<file path="config.mk">
export PLATFORM = sky130hd
export DESIGN_NAME = integer_to_decimal_ascii_unit
export DESIGN_NICKNAME = d
export VERILOG_FILES = /design/src/rtl/core/i2da_pkg.sv /design/src/rtl/core/i2da_bcd_cell.sv /design/src/rtl/core/i2da_bcd_chain.sv /design/src/rtl/core/integer_to_decimal_ascii_unit.sv
export SDC_FILE = /design/constraint.sdc
export NUM_CORES = 1
export LEC_CHECK = 0
export BUFFER_PORTS_ARGS = -buffer_cell sky130_fd_sc_hd__buf_2
export CORE_MARGIN = 1
export CORE_UTILIZATION = 60
export CTS_CLUSTER_SIZE = 28
export DETAILED_ROUTE_END_ITERATION = 6
export HOLD_SLACK_MARGIN = 0.06
export PLACE_DENSITY = 0.91
export SLEW_MARGIN = 20
export SYNTH_ARGS = -nofsm -noshare
export SYNTH_HDL_FRONTEND = slang
export SYNTH_SLANG_ARGS = --single-unit
</file>
<file path="constraint.sdc">
create_clock -name clk -period 9.92 [get_ports clk]
set_input_delay 0.496 -clock clk [delete_from_list [all_inputs] [get_ports clk]]
set_output_delay 0.496 -clock clk [all_outputs]
set_load 0.05 [all_outputs]
</file>
<file path="src/rtl/core/i2da_pkg.sv">
// Shared types and constants for the integer to decimal ASCII unit.
// No dependencies; imported by every module of the block.
`default_nettype none
package i2da_pkg;
	localparam int NUM_W       = 64;   // width of the binary number
	localparam int BCD_DIGITS  = 20;   // decimal digits a 64-bit value can need
	localparam int BITS_PER_STEP = 2;  // binary bits taken in per conversion cycle
	localparam int CONV_STEPS  = NUM_W / BITS_PER_STEP;
	localparam int STEP_CNT_W  = $clog2(CONV_STEPS);
	localparam int DIG_IDX_W   = $clog2(BCD_DIGITS);
	localparam int CHAR_W      = 6;

	localparam logic [CHAR_W-1:0] CODE_ZERO = CHAR_W'(48);
	localparam logic [CHAR_W-1:0] CODE_NUL  = CHAR_W'(0);

	typedef logic [3:0] digit_t;

	// Control handed from the sequencer to the digit chain.
	typedef struct packed {
		logic load;   // take a new magnitude and clear all digits
		logic shift;  // one conversion step
	} chain_ctrl_t;

	typedef enum logic [2:0] {
		ST_IDLE = 3'b001,
		ST_CONV = 3'b010,
		ST_EMIT = 3'b100
	} state_t;
endpackage
`default_nettype wire

</file>
<file path="src/rtl/core/i2da_bcd_cell.sv">
// One decimal digit cell of the shift-and-add-3 converter.
// Depends on i2da_pkg for the digit type.
`default_nettype none
module i2da_bcd_cell
	import i2da_pkg::*;
(
	input  wire logic   clk,
	input  wire logic   clr,
	input  wire logic   en,
	input  wire logic   in_hi,
	input  wire logic   in_lo,
	output      digit_t digit,
	output      logic   out_hi,
	output      logic   out_lo
);
	digit_t digit_q;
	digit_t d1;
	digit_t t1;
	digit_t d2;

	function automatic digit_t adjust(input digit_t d);
		adjust = (d >= 4'd5) ? digit_t'(d + 4'd3) : d;
	endfunction

	// Two bits per cycle while en is high: the higher bit enters first, then the lower one.
	always_comb begin
		d1     = adjust(digit_q);
		out_hi = d1[3];
		t1     = {d1[2:0], in_hi};
		d2     = adjust(t1);
		out_lo = d2[3];
	end

	always_ff @(posedge clk) begin
		if (clr) begin
			digit_q <= '0;
		end else if (en) begin
			digit_q <= {d2[2:0], in_lo};
		end
	end

	assign digit = digit_q;
endmodule
`default_nettype wire

</file>
<file path="src/rtl/core/i2da_bcd_chain.sv">
// Row of decimal digit cells fed from a binary shift register.
// Depends on i2da_pkg and i2da_bcd_cell.
`default_nettype none
module i2da_bcd_chain
	import i2da_pkg::*;
(
	input  wire logic             clk,
	input  wire chain_ctrl_t      ctrl,
	input  wire logic [NUM_W-1:0] magnitude,
	output      digit_t           digits [BCD_DIGITS]
);
	logic [NUM_W-1:0] bin_q;
	logic [BCD_DIGITS:0] hi_link;
	logic [BCD_DIGITS:0] lo_link;

	always_ff @(posedge clk) begin
		if (ctrl.load) begin
			bin_q <= magnitude;
		end else if (ctrl.shift) begin
			bin_q <= {bin_q[NUM_W-BITS_PER_STEP-1:0], {BITS_PER_STEP{1'b0}}};
		end
	end

	assign hi_link[0] = bin_q[NUM_W-1];
	assign lo_link[0] = bin_q[NUM_W-2];

	for (genvar k = 0; k < BCD_DIGITS; k++) begin : g_cell
		i2da_bcd_cell u_cell (
			.clk    (clk),
			.clr    (ctrl.load),
			.en     (ctrl.shift),
			.in_hi  (hi_link[k]),
			.in_lo  (lo_link[k]),
			.digit  (digits[k]),
			.out_hi (hi_link[k+1]),
			.out_lo (lo_link[k+1])
		);
	end
endmodule
`default_nettype wire

</file>
<file path="src/rtl/core/integer_to_decimal_ascii_unit.sv">
// Top level of the integer to decimal ASCII unit: sequencer and character output.
// Depends on i2da_pkg and i2da_bcd_chain.
//
// A word is taken when start is high and busy is low. The magnitude is converted
// by a row of twenty decimal digit cells that take in two binary bits per cycle;
// then one character leaves per cycle, digit_count digits (at least one, at most
// MAX_DIGITS) most significant first and a NUL when terminate is set, and busy is
// low again in the cycle the final character is shown. Every character is valid
// for one cycle only, marked by result_valid, and the receiver cannot stall it.
`default_nettype none
module integer_to_decimal_ascii_unit
	import i2da_pkg::*;
#(
	parameter int MAX_DIGITS = 32
) (
	input  wire logic             clk,
	input  wire logic             arst_n,
	input  wire logic             start,
	output      logic             busy,
	input  wire logic [NUM_W-1:0] number,
	input  wire logic             mode,
	input  wire logic [5:0]       digit_count,
	input  wire logic             terminate,
	output      logic             result_valid,
	output      logic [CHAR_W-1:0] char_code,
	output      logic             last_char
);
	localparam int CNT_W = $clog2(MAX_DIGITS + 1);

	state_t                state_q;
	logic [STEP_CNT_W-1:0] step_q;
	logic [CNT_W-1:0]      pos_q;
	logic                  term_q;
	logic                  nul_q;
	logic                  valid_q;
	logic [CHAR_W-1:0]     char_q;
	logic                  last_q;

	logic             accept;
	logic [NUM_W-1:0] magnitude;
	logic [5:0]       count_sat;
	chain_ctrl_t      ctrl;
	digit_t           digits [BCD_DIGITS];
	digit_t           cur_digit;
	logic             pos_in_row;

	assign accept    = start && (state_q == ST_IDLE);
	assign magnitude = (mode && number[NUM_W-1]) ? (~number + NUM_W'(1)) : number;

	always_comb begin
		if (digit_count == 6'd0) begin
			count_sat = 6'd1;
		end else if (digit_count > 6'(MAX_DIGITS)) begin
			count_sat = 6'(MAX_DIGITS);
		end else begin
			count_sat = digit_count;
		end
	end

	assign ctrl = '{load: accept, shift: (state_q == ST_CONV)};

	i2da_bcd_chain u_chain (
		.clk       (clk),
		.ctrl      (ctrl),
		.magnitude (magnitude),
		.digits    (digits)
	);

	// Positions above the twentieth digit are always zero padding.
	assign pos_in_row = pos_q < CNT_W'(BCD_DIGITS);
	assign cur_digit  = pos_in_row ? digits[pos_q[DIG_IDX_W-1:0]] : '0;

	always_ff @(posedge clk or negedge arst_n) begin
		if (!arst_n) begin
			state_q <= ST_IDLE;
			valid_q <= 1'b0;
			step_q  <= '0;
			nul_q   <= 1'b0;
		end else begin
			valid_q <= 1'b0;
			case (state_q)
				ST_IDLE: begin
					if (start) begin
						state_q <= ST_CONV;
						step_q  <= '0;
						nul_q   <= 1'b0;
					end
				end
				ST_CONV: begin
					step_q <= step_q + STEP_CNT_W'(1);
					if (step_q == STEP_CNT_W'(CONV_STEPS - 1)) begin
						state_q <= ST_EMIT;
					end
				end
				ST_EMIT: begin
					valid_q <= 1'b1;
					if (nul_q) begin
						state_q <= ST_IDLE;
					end else if (pos_q == '0) begin
						if (term_q) begin
							nul_q <= 1'b1;
						end else begin
							state_q <= ST_IDLE;
						end
					end
				end
				default: begin
					state_q <= ST_IDLE;
				end
			endcase
		end
	end

	always_ff @(posedge clk) begin
		if (accept) begin
			pos_q  <= CNT_W'(count_sat - 6'd1);
			term_q <= terminate;
		end else if (state_q == ST_EMIT && !nul_q && pos_q != '0) begin
			pos_q <= pos_q - CNT_W'(1);
		end
		if (state_q == ST_EMIT) begin
			if (nul_q) begin
				char_q <= CODE_NUL;
				last_q <= 1'b1;
			end else begin
				char_q <= CODE_ZERO + CHAR_W'(cur_digit);
				last_q <= (pos_q == '0) && !term_q;
			end
		end
	end

	assign busy         = (state_q != ST_IDLE);
	assign result_valid = valid_q;
	assign char_code    = char_q;
	assign last_char    = last_q;

	a_state_onehot: assert property (@(posedge clk) disable iff (!arst_n)
		$onehot(state_q))
		else $error("sequencer state is not one-hot");

	a_valid_from_emit: assert property (@(posedge clk) disable iff (!arst_n)
		result_valid |-> $past(state_q == ST_EMIT))
		else $error("character shown outside the emit phase");

	a_no_char_after_last: assert property (@(posedge clk) disable iff (!arst_n)
		(result_valid && last_char) |=> !result_valid)
		else $error("character follows the final one of a word");

	a_busy_ends_on_last: assert property (@(posedge clk) disable iff (!arst_n)
		$fell(busy) |-> (result_valid && last_char))
		else $error("busy dropped without a final character");
endmodule
`default_nettype wire
</file>
# Yosys cells after proc, flatten, opt, wreduce, memory -nomap -nowiden
# Index checks and enable logic that the tools add are counted.
[op_classes]
add_sub_neg = 45
n_lt_le_gt_ge = 43
n_eq_ne = 9
n_mux = 65
bitwise = 2
n_reduce_logical = 17
[ops]
columns = ["cell", "n"]
rows = [
  ["$mux 64", 3],
  ["$mux 4", 41],
  ["$ge 4x3->1 const B", 40],
  ["$add 4x2->4 const B", 38],
  ["$add 64x1->64 const B", 1],
  ["$not 64->64", 1],
  ["$mux 6", 4],
  ["$mux 3", 7],
  ["$bmux 4 s5", 1],
  ["$logic_not 6->1", 2],
  ["$sub 6x1->6 const B", 2],
  ["$pmux 5 s2", 1],
  ["$pmux 3 s3", 1],
  ["$reduce_bool 2->1", 4],
  ["$add 3x2->3 const B", 2],
  ["$add 5x5->6 const A", 1],
  ["$ge 6x6->1 const B", 1],
  ["$gt 6x6->1 const B", 1],
  ["$lt 6x5->1 const B", 1],
  ["$ne 3x3->1 const B", 2],
  ["$not 5->6", 1],
  ["$reduce_bool 6->1", 1],
  ["$add 5x1->5 const B", 1],
  ["$eq 5x5->1 const B", 1],
  ["12 further kinds", 23],
]
[totals]
reg_bits = 168
input_bits = 75
output_inout_bits = 9
elab_cells = 210

# Depth between registers and ports, before layout
# Gate-level depths: netlist (run 1).
[depth]
word_depth = 6
ltp_mapped = 11
mapped_depth_nobuf = 11

# Cells and area by module
# A second synthesis (run 1) with hierarchy kept.
[unflattened]
cells_unflattened = 1292
hier_area_um2 = 13055.0
[modules_own_cells]
columns = ["mod", "n_inst", "cells_each", "area_each_um2", "seq_area_each_um2"]
rows = [
  ["i2da_bcd_cell", 20, 39, 349.1, 80.1],
  ["integer_to_decimal_ascii_unit", 1, 376, 3185.6, 641.9],
  ["i2da_bcd_chain", 1, 136, 2887.8, 1921.8],
]

# Worst setup path after synthesis (run 1)
# No wires, ideal clock.
[synth_path]
kind = "input to register"
from = "input port start"
to = "register u_chain.bin_q[0] (enable)"
setup_ns = 0.696
arrival_time_ns = 2.478
required_time_ns = 9.224
path_slack_ns = 6.746
cell_stages = 5
n_path_buf = 3
cell_sequence = "nand4bb_1 -> clkbuf_1 -> clkbuf_1 -> clkbuf_1 -> nand2_1"
[synth_via]
elab_chain_cells = 2
[synth_rtl]
columns = ["element", "line_no", "rtl"]
rows = [
  ["from (decl)", "integer_to_decimal_ascii_unit.sv:18", "input wire logic start,"],
  ["$logic_and 1x1->1", "integer_to_decimal_ascii_unit.sv:47", "assign accept = start && (state_q == ST_IDLE);"],
  ["$reduce_bool 2->1 (no source line)", "-", ""],
  ["to (signal assigned)", "i2da_bcd_chain.sv:18", "bin_q <= magnitude;"],
  ["to (signal assigned)", "i2da_bcd_chain.sv:20", "bin_q <= {bin_q[NUM_W-BITS_PER_STEP-1:0], {BITS_PER_STEP{1'b0}}};"],
  ["to (decl)", "i2da_bcd_chain.sv:12", "logic [NUM_W-1:0] bin_q;"],
]
# No other way between the ends.
# A chain may end at the register's enable or synchronous reset.

# Worst setup path after layout (run 1)
[layout_path]
from = "register state_q[1]"
to = "register step_q[2]"
[layout_via]
elab_chain_cells = 3
elab_cells_between_ends = 6
classes_between = "eq/ne (3); mux (1); reduce/logical (2)"
[layout_rtl]
columns = ["element", "line_no", "rtl"]
rows = [
  ["from (decl)", "integer_to_decimal_ascii_unit.sv:30", "state_t state_q;"],
  ["from (signal assigned)", "integer_to_decimal_ascii_unit.sv:75", "state_q <= ST_IDLE;"],
  ["from (signal assigned)", "integer_to_decimal_ascii_unit.sv:84", "state_q <= ST_CONV;"],
  ["from (signal assigned)", "integer_to_decimal_ascii_unit.sv:92", "state_q <= ST_EMIT;"],
  ["$eq 3x1->1 / $eq 3x2->1 (equally long branches)", "integer_to_decimal_ascii_unit.sv:81", "case (state_q)"],
  ["$ne 2x2->1 (no source line) / $reduce_bool 2->1 (equally long branches)", "-", ""],
  ["$reduce_and 2->1 (no source line)", "-", ""],
  ["to (signal assigned)", "integer_to_decimal_ascii_unit.sv:90", "step_q <= step_q + STEP_CNT_W'(1);"],
  ["to (decl)", "integer_to_decimal_ascii_unit.sv:31", "logic [STEP_CNT_W-1:0] step_q;"],
]
# Parallel ways exist; a longest one is shown, timed or not.

==> impl_summary.log, run 1 <==
[metrics] share of the yosys chip area belonging to registers: 34.14%
[metrics] worst setup slack before clock tree synthesis: 6.878 ns
[metrics] slew at the pin closest to its max-slew limit: 1.078 ns
[metrics] detailed-route wire length: 28840 um
[metrics] core area: 0.01972 mm^2
[metrics] Crit. End Element: register
[metrics] number of slew-limit violations in the final report: 0
[metrics] worst ir drop on vdd: 0.0001442 V
[metrics] worst skew pair latency: 0.44 ns
[metrics] f_max: 332.6 MHz
[metrics] Worst Path Arrival: 3.32 ns
[metrics] startpoint-to-endpoint class of the critical path: reg2reg
[metrics] Max Root-Sink Buffers: 2
[metrics] global-route wire length before repair: 47170 um
[metrics] final cell count without fillers: 1700
[metrics] clock transition at the register clock pins on the worst setup and hold paths after CTS: 0.07 ns
[metrics] global router's overall resource usage: 28.46%
[metrics] Die Y: 144.6 um
[metrics] r2r setup slk: 6.91 ns
[metrics] via count: 10530
[metrics] cell family contributing the most delay on the critical path: buffers and inverters
[metrics] placed instance count: 1667
[metrics] most frequent cell after synthesis: sky130_fd_sc_hd__o21ai_0
[metrics] Iter 0 DRT Violations: 945
[metrics] post-synthesis instance area: 0.01220 mm^2
[metrics] largest stage delay on the critical path: 0.66 ns
[metrics] unrepaired setup endpoints after global routing: no
[metrics] final worst-path setup slack: 6.913 ns
[metrics] vias in the first global route: 10060
[metrics] number of top-level design ports: 84
[metrics] CTS HTree Levels: 4
[metrics] Mapped Cells: 1371
[metrics] Static Leakage: 5.350 nW
[metrics] width of the die: 144.6 um
[metrics] combined area of the multi-input logic cells: 0.007480 mm^2
[metrics] global route overflow: 0
[metrics] Critical Path RT: 10.24 ns
[metrics] source of the worst register-to-register timing path: state_q[1]
[metrics] critical path cell sequence: nand4bb_4, buf_4, nand2_2, buf_4, o21ai_0, nand2_1, o21ai_0
[metrics] clock root buffer master: sky130_fd_sc_hd__clkbuf_16
[metrics] Clock Sinks: 167
[metrics] synthesis-stage register bit count: 167
[metrics] final number of setup-violating endpoints: 0
[metrics] ANT cells: 0
[metrics] layout cell share with drive strength beyond 1: 14.29%
[metrics] number of max-cap violations: 0
[metrics] placed wire-length estimate after detailed placement: 19700 um
[metrics] Worst Clk Skew: 0.007758 ns
[metrics] Setup Total Neg Slack: 0 ns
[metrics] launch instance of the worst min-delay path: terminate
[metrics] Remaining DRCs: 0
[metrics] number of input and output port buffers inserted: 83
[metrics] cell type contributing the most total cell area after synthesis: sky130_fd_sc_hd__edfxtp_1
[metrics] number of standard-cell rows in the floorplan: 51
[metrics] final routed wire length divided by cell count: 16.96 um
[metrics] initial antenna violation count: 0
[metrics] P&R area growth vs syn: 9.835%
[metrics] top post-synthesis cells by area: sky130_fd_sc_hd__edfxtp_1 (19%), sky130_fd_sc_hd__dfxtp_1 (13%), sky130_fd_sc_hd__ha_1 (8.6%)
[metrics] worst relative slew slack: 28.10%
[metrics] quantity of gates resized following cts: 0
[metrics] number of hold violations in the final report: 0
[metrics] end-of-flow core utilization: 67.96%
[metrics] post-synthesis async set-or-reset flop share: 5.988%
[metrics] total number of nets in the final design: 1581
[metrics] Max FO, Critical Path: 108
[metrics] worst min-delay path class: in2reg
[metrics] EDFF count, synth: 77
[metrics] drt pass-1 iters: 6
[metrics] proportion of netlist area held by the largest area contributor: 18.95%
[metrics] fillcell total: 1450
[metrics] effective utilization at floorplan: 61.88%
[metrics] most common flop cell mapped by yosys: sky130_fd_sc_hd__dfxtp_1
[metrics] sum of buffers and inverters on the critical path: 2
[metrics] cts bufs inserted: 17
[metrics] result of the run: completed
[metrics] final critical path time including I/O delays and setup: 3.007 ns
[metrics] CTS tree: built
[metrics] post-synthesis cell type count: 56
[metrics] routed via count divided by cell count: 6.191
[metrics] launching instance or port of the critical path: state_q[1]
[metrics] CP startpoint kind: register
[metrics] power density normalized to cell area: 311.3 mW/mm^2
[metrics] final clock period utilization by the worst path: 30.31%
[metrics] footprint of the flip-flops and latches: 0.004165 mm^2
[metrics] DIE AREA: 0.02091 mm^2
[metrics] post-detailed-route count of antenna-violating nets: 0
[metrics] Crit-path slowest cell: sky130_fd_sc_hd__buf_4
[metrics] total number of yosys warnings: 0
[metrics] routability congestion estimate from global placement: 0.9665
[metrics] net count after synthesis: 1530
[metrics] maximum number of pins on one net before global-route repair: 109
[metrics] Post-Syn Area per Cell: 8.899 um^2
[metrics] Synth top cells by count: sky130_fd_sc_hd__o21ai_0 (140), sky130_fd_sc_hd__a21oi_1 (119), sky130_fd_sc_hd__nand2_1 (98)
-- layer usage --
layer,vias up,share of wire [%],track usage [%]
met3,94,6.5,4.603
met4,0,3.0,11.97
li1,5030,-,-
met5,-,0,0
met2,496,49,49.09
met1,4905,41,35.17
-- report_power, final --
| part | switching [mW] | internal (mW) | leakage (nW) |
|---|---|---|---|
| clock | 0.299 | 0.376 | 0.286 |
| combinational | 1.23 | 0.940 | 3.54 |
| sequential | 0.246 | 1.08 | 1.52 |
| total | 1.78 | 2.40 | 5.35 |
-- repair_timing --
item / 4_1_cts / 5_1_grt
hold endpoints to repair: 9 / 0
setup buffers: 0 / 0
hold buffers: 1 / 0
-- per-stage QoR --
step / hold WS [ns] / cell area (um^2) / power (mW)
6_report: 0.2411 / 13400 / 4.171
5_1_grt: 0.2305 / 13400 / 4.493
4_1_cts: 0.2362 / 13400 / 4.156
3_5_place_dp: 0.3650 / 12800 / 3.434
3_3_place_gp: 0.3630 / 12800 / 3.288
2_1_floorplan: 0.2004 / 12200 / 2.963
-- cell usage in the layout (no fill, tap or decap), types with 4 or more instances in the layout --
cell                        instances
sky130_fd_sc_hd__nor4_1            15
sky130_fd_sc_hd__dfxtp_1           80
sky130_fd_sc_hd__nand3_1           72
sky130_fd_sc_hd__clkbuf_16         17
sky130_fd_sc_hd__mux2i_1           38
sky130_fd_sc_hd__nor2b_1           21
sky130_fd_sc_hd__nand4_1            7
sky130_fd_sc_hd__o21ai_0          140
sky130_fd_sc_hd__and3_1             5
sky130_fd_sc_hd__or4_1              8
sky130_fd_sc_hd__clkinv_4           4
sky130_fd_sc_hd__buf_4              8
sky130_fd_sc_hd__mux2_2            46
sky130_fd_sc_hd__buf_2             83
sky130_fd_sc_hd__o31ai_1            7
sky130_fd_sc_hd__o21a_1            19
sky130_fd_sc_hd__dfrtp_1            9
sky130_fd_sc_hd__a21oi_1          119
sky130_fd_sc_hd__xor2_1            28
sky130_fd_sc_hd__a22oi_1            4
sky130_fd_sc_hd__nand2_1           96
sky130_fd_sc_hd__inv_1             91
sky130_fd_sc_hd__or3_1              5
sky130_fd_sc_hd__o41ai_1            5
sky130_fd_sc_hd__edfxtp_1          77
sky130_fd_sc_hd__nor3_1            19
sky130_fd_sc_hd__mux4_2            20
sky130_fd_sc_hd__xnor2_1           73
sky130_fd_sc_hd__nand3b_1           4
sky130_fd_sc_hd__nand2b_1          42
sky130_fd_sc_hd__nor2_1            53
sky130_fd_sc_hd__a41oi_1            5
sky130_fd_sc_hd__o21ai_1           28
sky130_fd_sc_hd__a31oi_1           15
sky130_fd_sc_hd__nor3b_1           46
sky130_fd_sc_hd__ha_1              84
-- registers in the layout (all words and copies together), names as in the netlist --
register	count
step_q	5
u_chain.g_cell.u_cell.digit	80
nul_q	1
term_q	1
result_valid	1
state_q	3
last_char	1
pos_q	6
u_chain.bin_q	64
char_code	5
-- worst paths after layout --
check                                                    end  cells after the start
setup / recovery                                   step_q[2]                      7
max in group asynchronous                         state_q[0]                      2
hold reg to reg            u_chain.g_cell[4].u_cell.digit[0]                      2
setup reg to reg                                   step_q[2]                      7
hold / removal                                        term_q                      1
min in group asynchronous                              nul_q                      2
-- layout make-up --
type | count | share of cell area, %
clock buffer | 17 | 3.175
clock inverter | 15 | 1.251
inverter | 92 | 2.577
multi-input combinational | 1052 | 55.82
sequential | 167 | 31.08
tap | 265 | 2.474
timing repair buffer | 92 | 3.623
-- kinds of logic (layout without fill, tap and decap cells) --
group | count (synthesis) | count (layout) | synth area share (%)
multiplexers | 104 | 104 | 11.06
adder cells (fa/ha/maj) | 84 | 84 | 8.615
buffers and inverters | 152 | 216 | 4.769
XOR/XNOR | 101 | 101 | 7.251
AND/OR/NAND/NOR | 411 | 411 | 18.25
AO/OA/AOI/OAI | 352 | 352 | 15.92
flip-flops | 167 | 167 | 34.14
-- worst register-to-register path: stages, from the launching register on --
cell                        delay (ns)
sky130_fd_sc_hd__dfrtp_1          0.48
sky130_fd_sc_hd__nand4bb_4        0.56
sky130_fd_sc_hd__buf_4            0.57
sky130_fd_sc_hd__nand2_2          0.18
sky130_fd_sc_hd__buf_4            0.66
sky130_fd_sc_hd__o21ai_0          0.24
sky130_fd_sc_hd__nand2_1          0.11
sky130_fd_sc_hd__o21ai_0          0.09
Note: power is estimated with default switching activity, not from simulation.
==> inputs of run 2 (changes only) <==
--- a/config.mk
+++ b/config.mk
@@ -5,6 +5,7 @@
 export SDC_FILE = /design/constraint.sdc
 export NUM_CORES = 1
 export LEC_CHECK = 0
+export ABC_AREA = 1
 export BUFFER_PORTS_ARGS = -buffer_cell sky130_fd_sc_hd__buf_2
 export CORE_MARGIN = 1
 export CORE_UTILIZATION = 60
==> constraint.sdc (replaced) <==
create_clock -name clk -period 3.1 [get_ports clk]
set_input_delay 0.155 -clock clk [delete_from_list [all_inputs] [get_ports clk]]
set_output_delay 0.155 -clock clk [all_outputs]
set_load 0.05 [all_outputs]
==> impl_summary.log, run 2 <==
[metrics] total number of nets in the final design: 2230
[metrics] routability congestion estimate from global placement: 1.017
[metrics] width of the die: 151.6 um
[metrics] CP startpoint kind: register
[metrics] Synth top cells by count: sky130_fd_sc_hd__nand2_1 (582), sky130_fd_sc_hd__inv_1 (256), sky130_fd_sc_hd__o21ai_0 (174)
[metrics] Crit-path slowest cell: sky130_fd_sc_hd__o21ai_0
[metrics] switching power total: 5.509 mW
[metrics] global-route wire length before repair: 57240 um
[metrics] largest stage delay on the critical path: 0.41 ns
[metrics] unrepaired setup endpoints after global routing: no
[metrics] Overall Power: 12.21 mW
[metrics] effective utilization at floorplan: 61.34%
[metrics] maximum number of pins on one net before global-route repair: 85
[metrics] Mapped Cells: 2007
[metrics] Worst Clk Skew: 0.009016 ns
[metrics] most frequent cell after synthesis: sky130_fd_sc_hd__nand2_1
[metrics] Crit. End Element: register
[metrics] cts bufs inserted: 17
[metrics] CTS tree: built
[metrics] most common flop cell mapped by yosys: sky130_fd_sc_hd__dfxtp_1
[metrics] Remaining DRCs: 0
[metrics] worst ir drop on vdd: 0.0004474 V
[metrics] quantity of gates resized following cts: 0
[metrics] proportion of netlist area held by the largest area contributor: 17.22%
[metrics] number of top-level design ports: 84
[metrics] initial antenna violation count: 0
[metrics] number of hold violations in the final report: 0
[metrics] largest family of logic cells by synthesized area: simple AND/OR/NAND/NOR gates
[metrics] sum of buffers and inverters on the critical path: 4
[metrics] post-synthesis cell type count: 44
[metrics] final clock period utilization by the worst path: 81.20%
[metrics] worst relative slew slack: 40.86%
[metrics] post-synthesis async set-or-reset flop share: 5.988%
[metrics] cell count of the worst reg-to-reg path: 14
[metrics] startpoint-to-endpoint class of the critical path: reg2reg
[metrics] clock network fraction of design power: 19.7%
[metrics] adder-cell area share of the yosys netlist: 7.827%
[metrics] Die Y: 151.6 um
[metrics] worst skew pair latency: 0.44 ns
[metrics] Setup Total Neg Slack: 0 ns
[metrics] top library cells by usage in the layout, fill and taps aside: sky130_fd_sc_hd__nand2_1 (582), sky130_fd_sc_hd__inv_1 (256), sky130_fd_sc_hd__o21ai_0 (174)
[metrics] post-synthesis instance area: 0.01343 mm^2
[metrics] synthesis-stage register bit count: 167
[metrics] power density normalized to cell area: 828.1 mW/mm^2
[metrics] critical path cell sequence: inv_1, ha_1, inv_1, nand2_1, nand3_1, xor2_1, ha_1, inv_1, o21ai_0, nand2_1, nand2_1, nand2_1, o21bai_1, inv_1
[metrics] cell type contributing the most total cell area after synthesis: sky130_fd_sc_hd__edfxtp_1
[metrics] share of total power in combinational logic: 49.1%
[metrics] Placement Cell Area: 0.01407 mm^2
[metrics] number of standard-cell rows in the floorplan: 54
[metrics] end-of-flow core utilization: 67.33%
[metrics] core area: 0.02189 mm^2
[metrics] Max Root-Sink Buffers: 2
[metrics] result of the run: completed
[metrics] post-route design area: 0.01474 mm^2
[metrics] vias in the first global route: 12510
[metrics] Worst Path Arrival: 2.84 ns
[metrics] Worst Hold Slack: 0.08822 ns
[metrics] share of the yosys chip area belonging to registers: 31.02%
[metrics] drt pass-1 iters: 6
[metrics] most common cell after layout, fill and taps aside: sky130_fd_sc_hd__nand2_1
[metrics] placed wire-length estimate after detailed placement: 25970 um
[metrics] r2r setup slk: 0.58 ns
[metrics] detailed-route wire length: 35380 um
[metrics] clock transition at the register clock pins on the worst setup and hold paths after CTS: 0.07 ns
[metrics] number of slew-limit violations in the final report: 0
[metrics] final critical path time including I/O delays and setup: 2.517 ns
[metrics] Static Leakage: 6.931 nW
[metrics] via count: 13540
[metrics] clock root buffer master: sky130_fd_sc_hd__clkbuf_16
[metrics] compound-gate portion of the synthesized area: 15.61%
[metrics] Max FO, Critical Path: 5
[metrics] DIE AREA: 0.02298 mm^2
[metrics] ANT cells: 0
[metrics] number of input and output port buffers inserted: 83
[metrics] f_max: 397.3 MHz
[metrics] net count after synthesis: 2166
[metrics] source of the worst register-to-register timing path: u_chain.g_cell[12].u_cell.digit[0]
[metrics] global router's overall resource usage: 31.13%
[metrics] Switching Fraction: 45.14%
[metrics] instance count on the critical path: 14
[metrics] CTS HTree Levels: 4
[metrics] post-CTS setup buffer count: 0
[metrics] final routed wire length divided by cell count: 14.96 um
[metrics] Critical Path RT: 3.42 ns
[metrics] global route overflow: 0
[metrics] worst min-delay path class: in2reg
[metrics] total number of yosys warnings: 0
[metrics] Post-Synth XOR/XNOR Area: 4.305%
[metrics] cell family contributing the most delay on the critical path: compound AO/OA/AOI/OAI gates
[metrics] EDFF count, synth: 77
[metrics] total of hold buffers inserted after clock tree synthesis: 2
[metrics] cell internal power dissipation: 6.696 mW
[metrics] end point of the critical path: u_chain.g_cell[12].u_cell.digit[1]
[metrics] routed via count divided by cell count: 5.728
[metrics] destination of the worst register-to-register timing path: u_chain.g_cell[12].u_cell.digit[1]
[metrics] final number of setup-violating endpoints: 0
[metrics] launching instance or port of the critical path: u_chain.g_cell[12].u_cell.digit[0]
[metrics] top post-synthesis cells by area: sky130_fd_sc_hd__edfxtp_1 (17%), sky130_fd_sc_hd__nand2_1 (16%), sky130_fd_sc_hd__dfxtp_1 (12%)
[metrics] Iter 0 DRT Violations: 1106
[metrics] part of the total power dissipated in sequential elements: 31.2%
[metrics] slew at the pin closest to its max-slew limit: 0.8861 ns
[metrics] fillcell total: 1855
[metrics] flip-flop count of the largest register after layout: 80
[metrics] post-detailed-route count of antenna-violating nets: 0
[metrics] share of cell area taken by muxes after synthesis: 0%
[metrics] layout cell share with drive strength beyond 1: 9.981%
[metrics] Clock Sinks: 167
[metrics] synthesized-area fraction occupied by and/or/nand/nor cells: 31.76%
[metrics] P&R area growth vs syn: 9.765%
[metrics] Post-Syn Area per Cell: 6.691 um^2
[metrics] number of max-cap violations: 0
run 2: power groups by stage:
stage / clock network, mW / logic (mW) / registers (mW)
global route: 2.49 / 6.80 / 3.88
floorplan: 0 / 4.57 / 3.69
global placement: 0 / 5.57 / 3.78
detailed placement: 0 / 5.86 / 3.82
CTS: 2.41 / 5.94 / 3.79
finish: 2.41 / 6.00 / 3.80
run 2: final cells by class:
class / instances / area [um^2] / area share, %
tap: 280 / 350.3 / 2.377
inverter: 266 / 1003 / 6.808
multi-input combinational: 1519 / 7995 / 54.24
sequential: 167 / 4165 / 28.26
timing repair buffer: 100 / 573.1 / 3.888
clock inverter: 14 / 222.7 / 1.511
clock buffer: 18 / 429.2 / 2.912
run 2: worst min-delay path by stage:
stage,start,endpoint,slack (ns),cells past startpoint
after floorplan,arst_n,nul_q,-0.14,0
after global placement,arst_n,result_valid,0.02,1
after detailed placement,arst_n,result_valid,0.03,1
after CTS,number[0],u_chain.bin_q[0],0.08,3
after global routing,number[1],u_chain.bin_q[1],0.09,3
final,number[0],u_chain.bin_q[0],0.09,3
run 2: layer usage:
| metal | global-route usage [%] | vias up | routed length [um] |
|---|---|---|---|
| met4 | 12.77 | 0 | 1045 |
| met3 | 4.790 | 98 | 2570 |
| met5 | 0 | - | 0 |
| met1 | 38.08 | 6196 | 14600 |
| met2 | 54.45 | 564 | 17160 |
| li1 | - | 6683 | - |
run 2: cell families after synthesis:
group / Yosys count
buffers and inverters: 321
flip-flops: 167
adder cells (fa/ha/maj): 84
AND/OR/NAND/NOR: 998
XOR/XNOR: 66
AO/OA/AOI/OAI: 371
run 2: worst register-to-register path, cell delays in order, from the launching register on:
cell and delay [ns]:
sky130_fd_sc_hd__dfxtp_1 0.37, sky130_fd_sc_hd__inv_1 0.10, sky130_fd_sc_hd__ha_1 0.21, sky130_fd_sc_hd__inv_1 0.07, sky130_fd_sc_hd__nand2_1 0.06, sky130_fd_sc_hd__nand3_1 0.15, sky130_fd_sc_hd__xor2_1 0.33, sky130_fd_sc_hd__ha_1 0.23
sky130_fd_sc_hd__inv_1 0.06, sky130_fd_sc_hd__o21ai_0 0.41, sky130_fd_sc_hd__nand2_1 0.10, sky130_fd_sc_hd__nand2_1 0.08, sky130_fd_sc_hd__nand2_1 0.05, sky130_fd_sc_hd__o21bai_1 0.13, sky130_fd_sc_hd__inv_1 0.06
run 2: through the flow:
step,worst slack (ns),instances
after floorplan,0.8366,2007
after global placement,0.7842,2330
after detailed placement,0.6390,2330
after global routing,0.3169,2364
final,0.5829,2364
after CTS,0.5906,2364
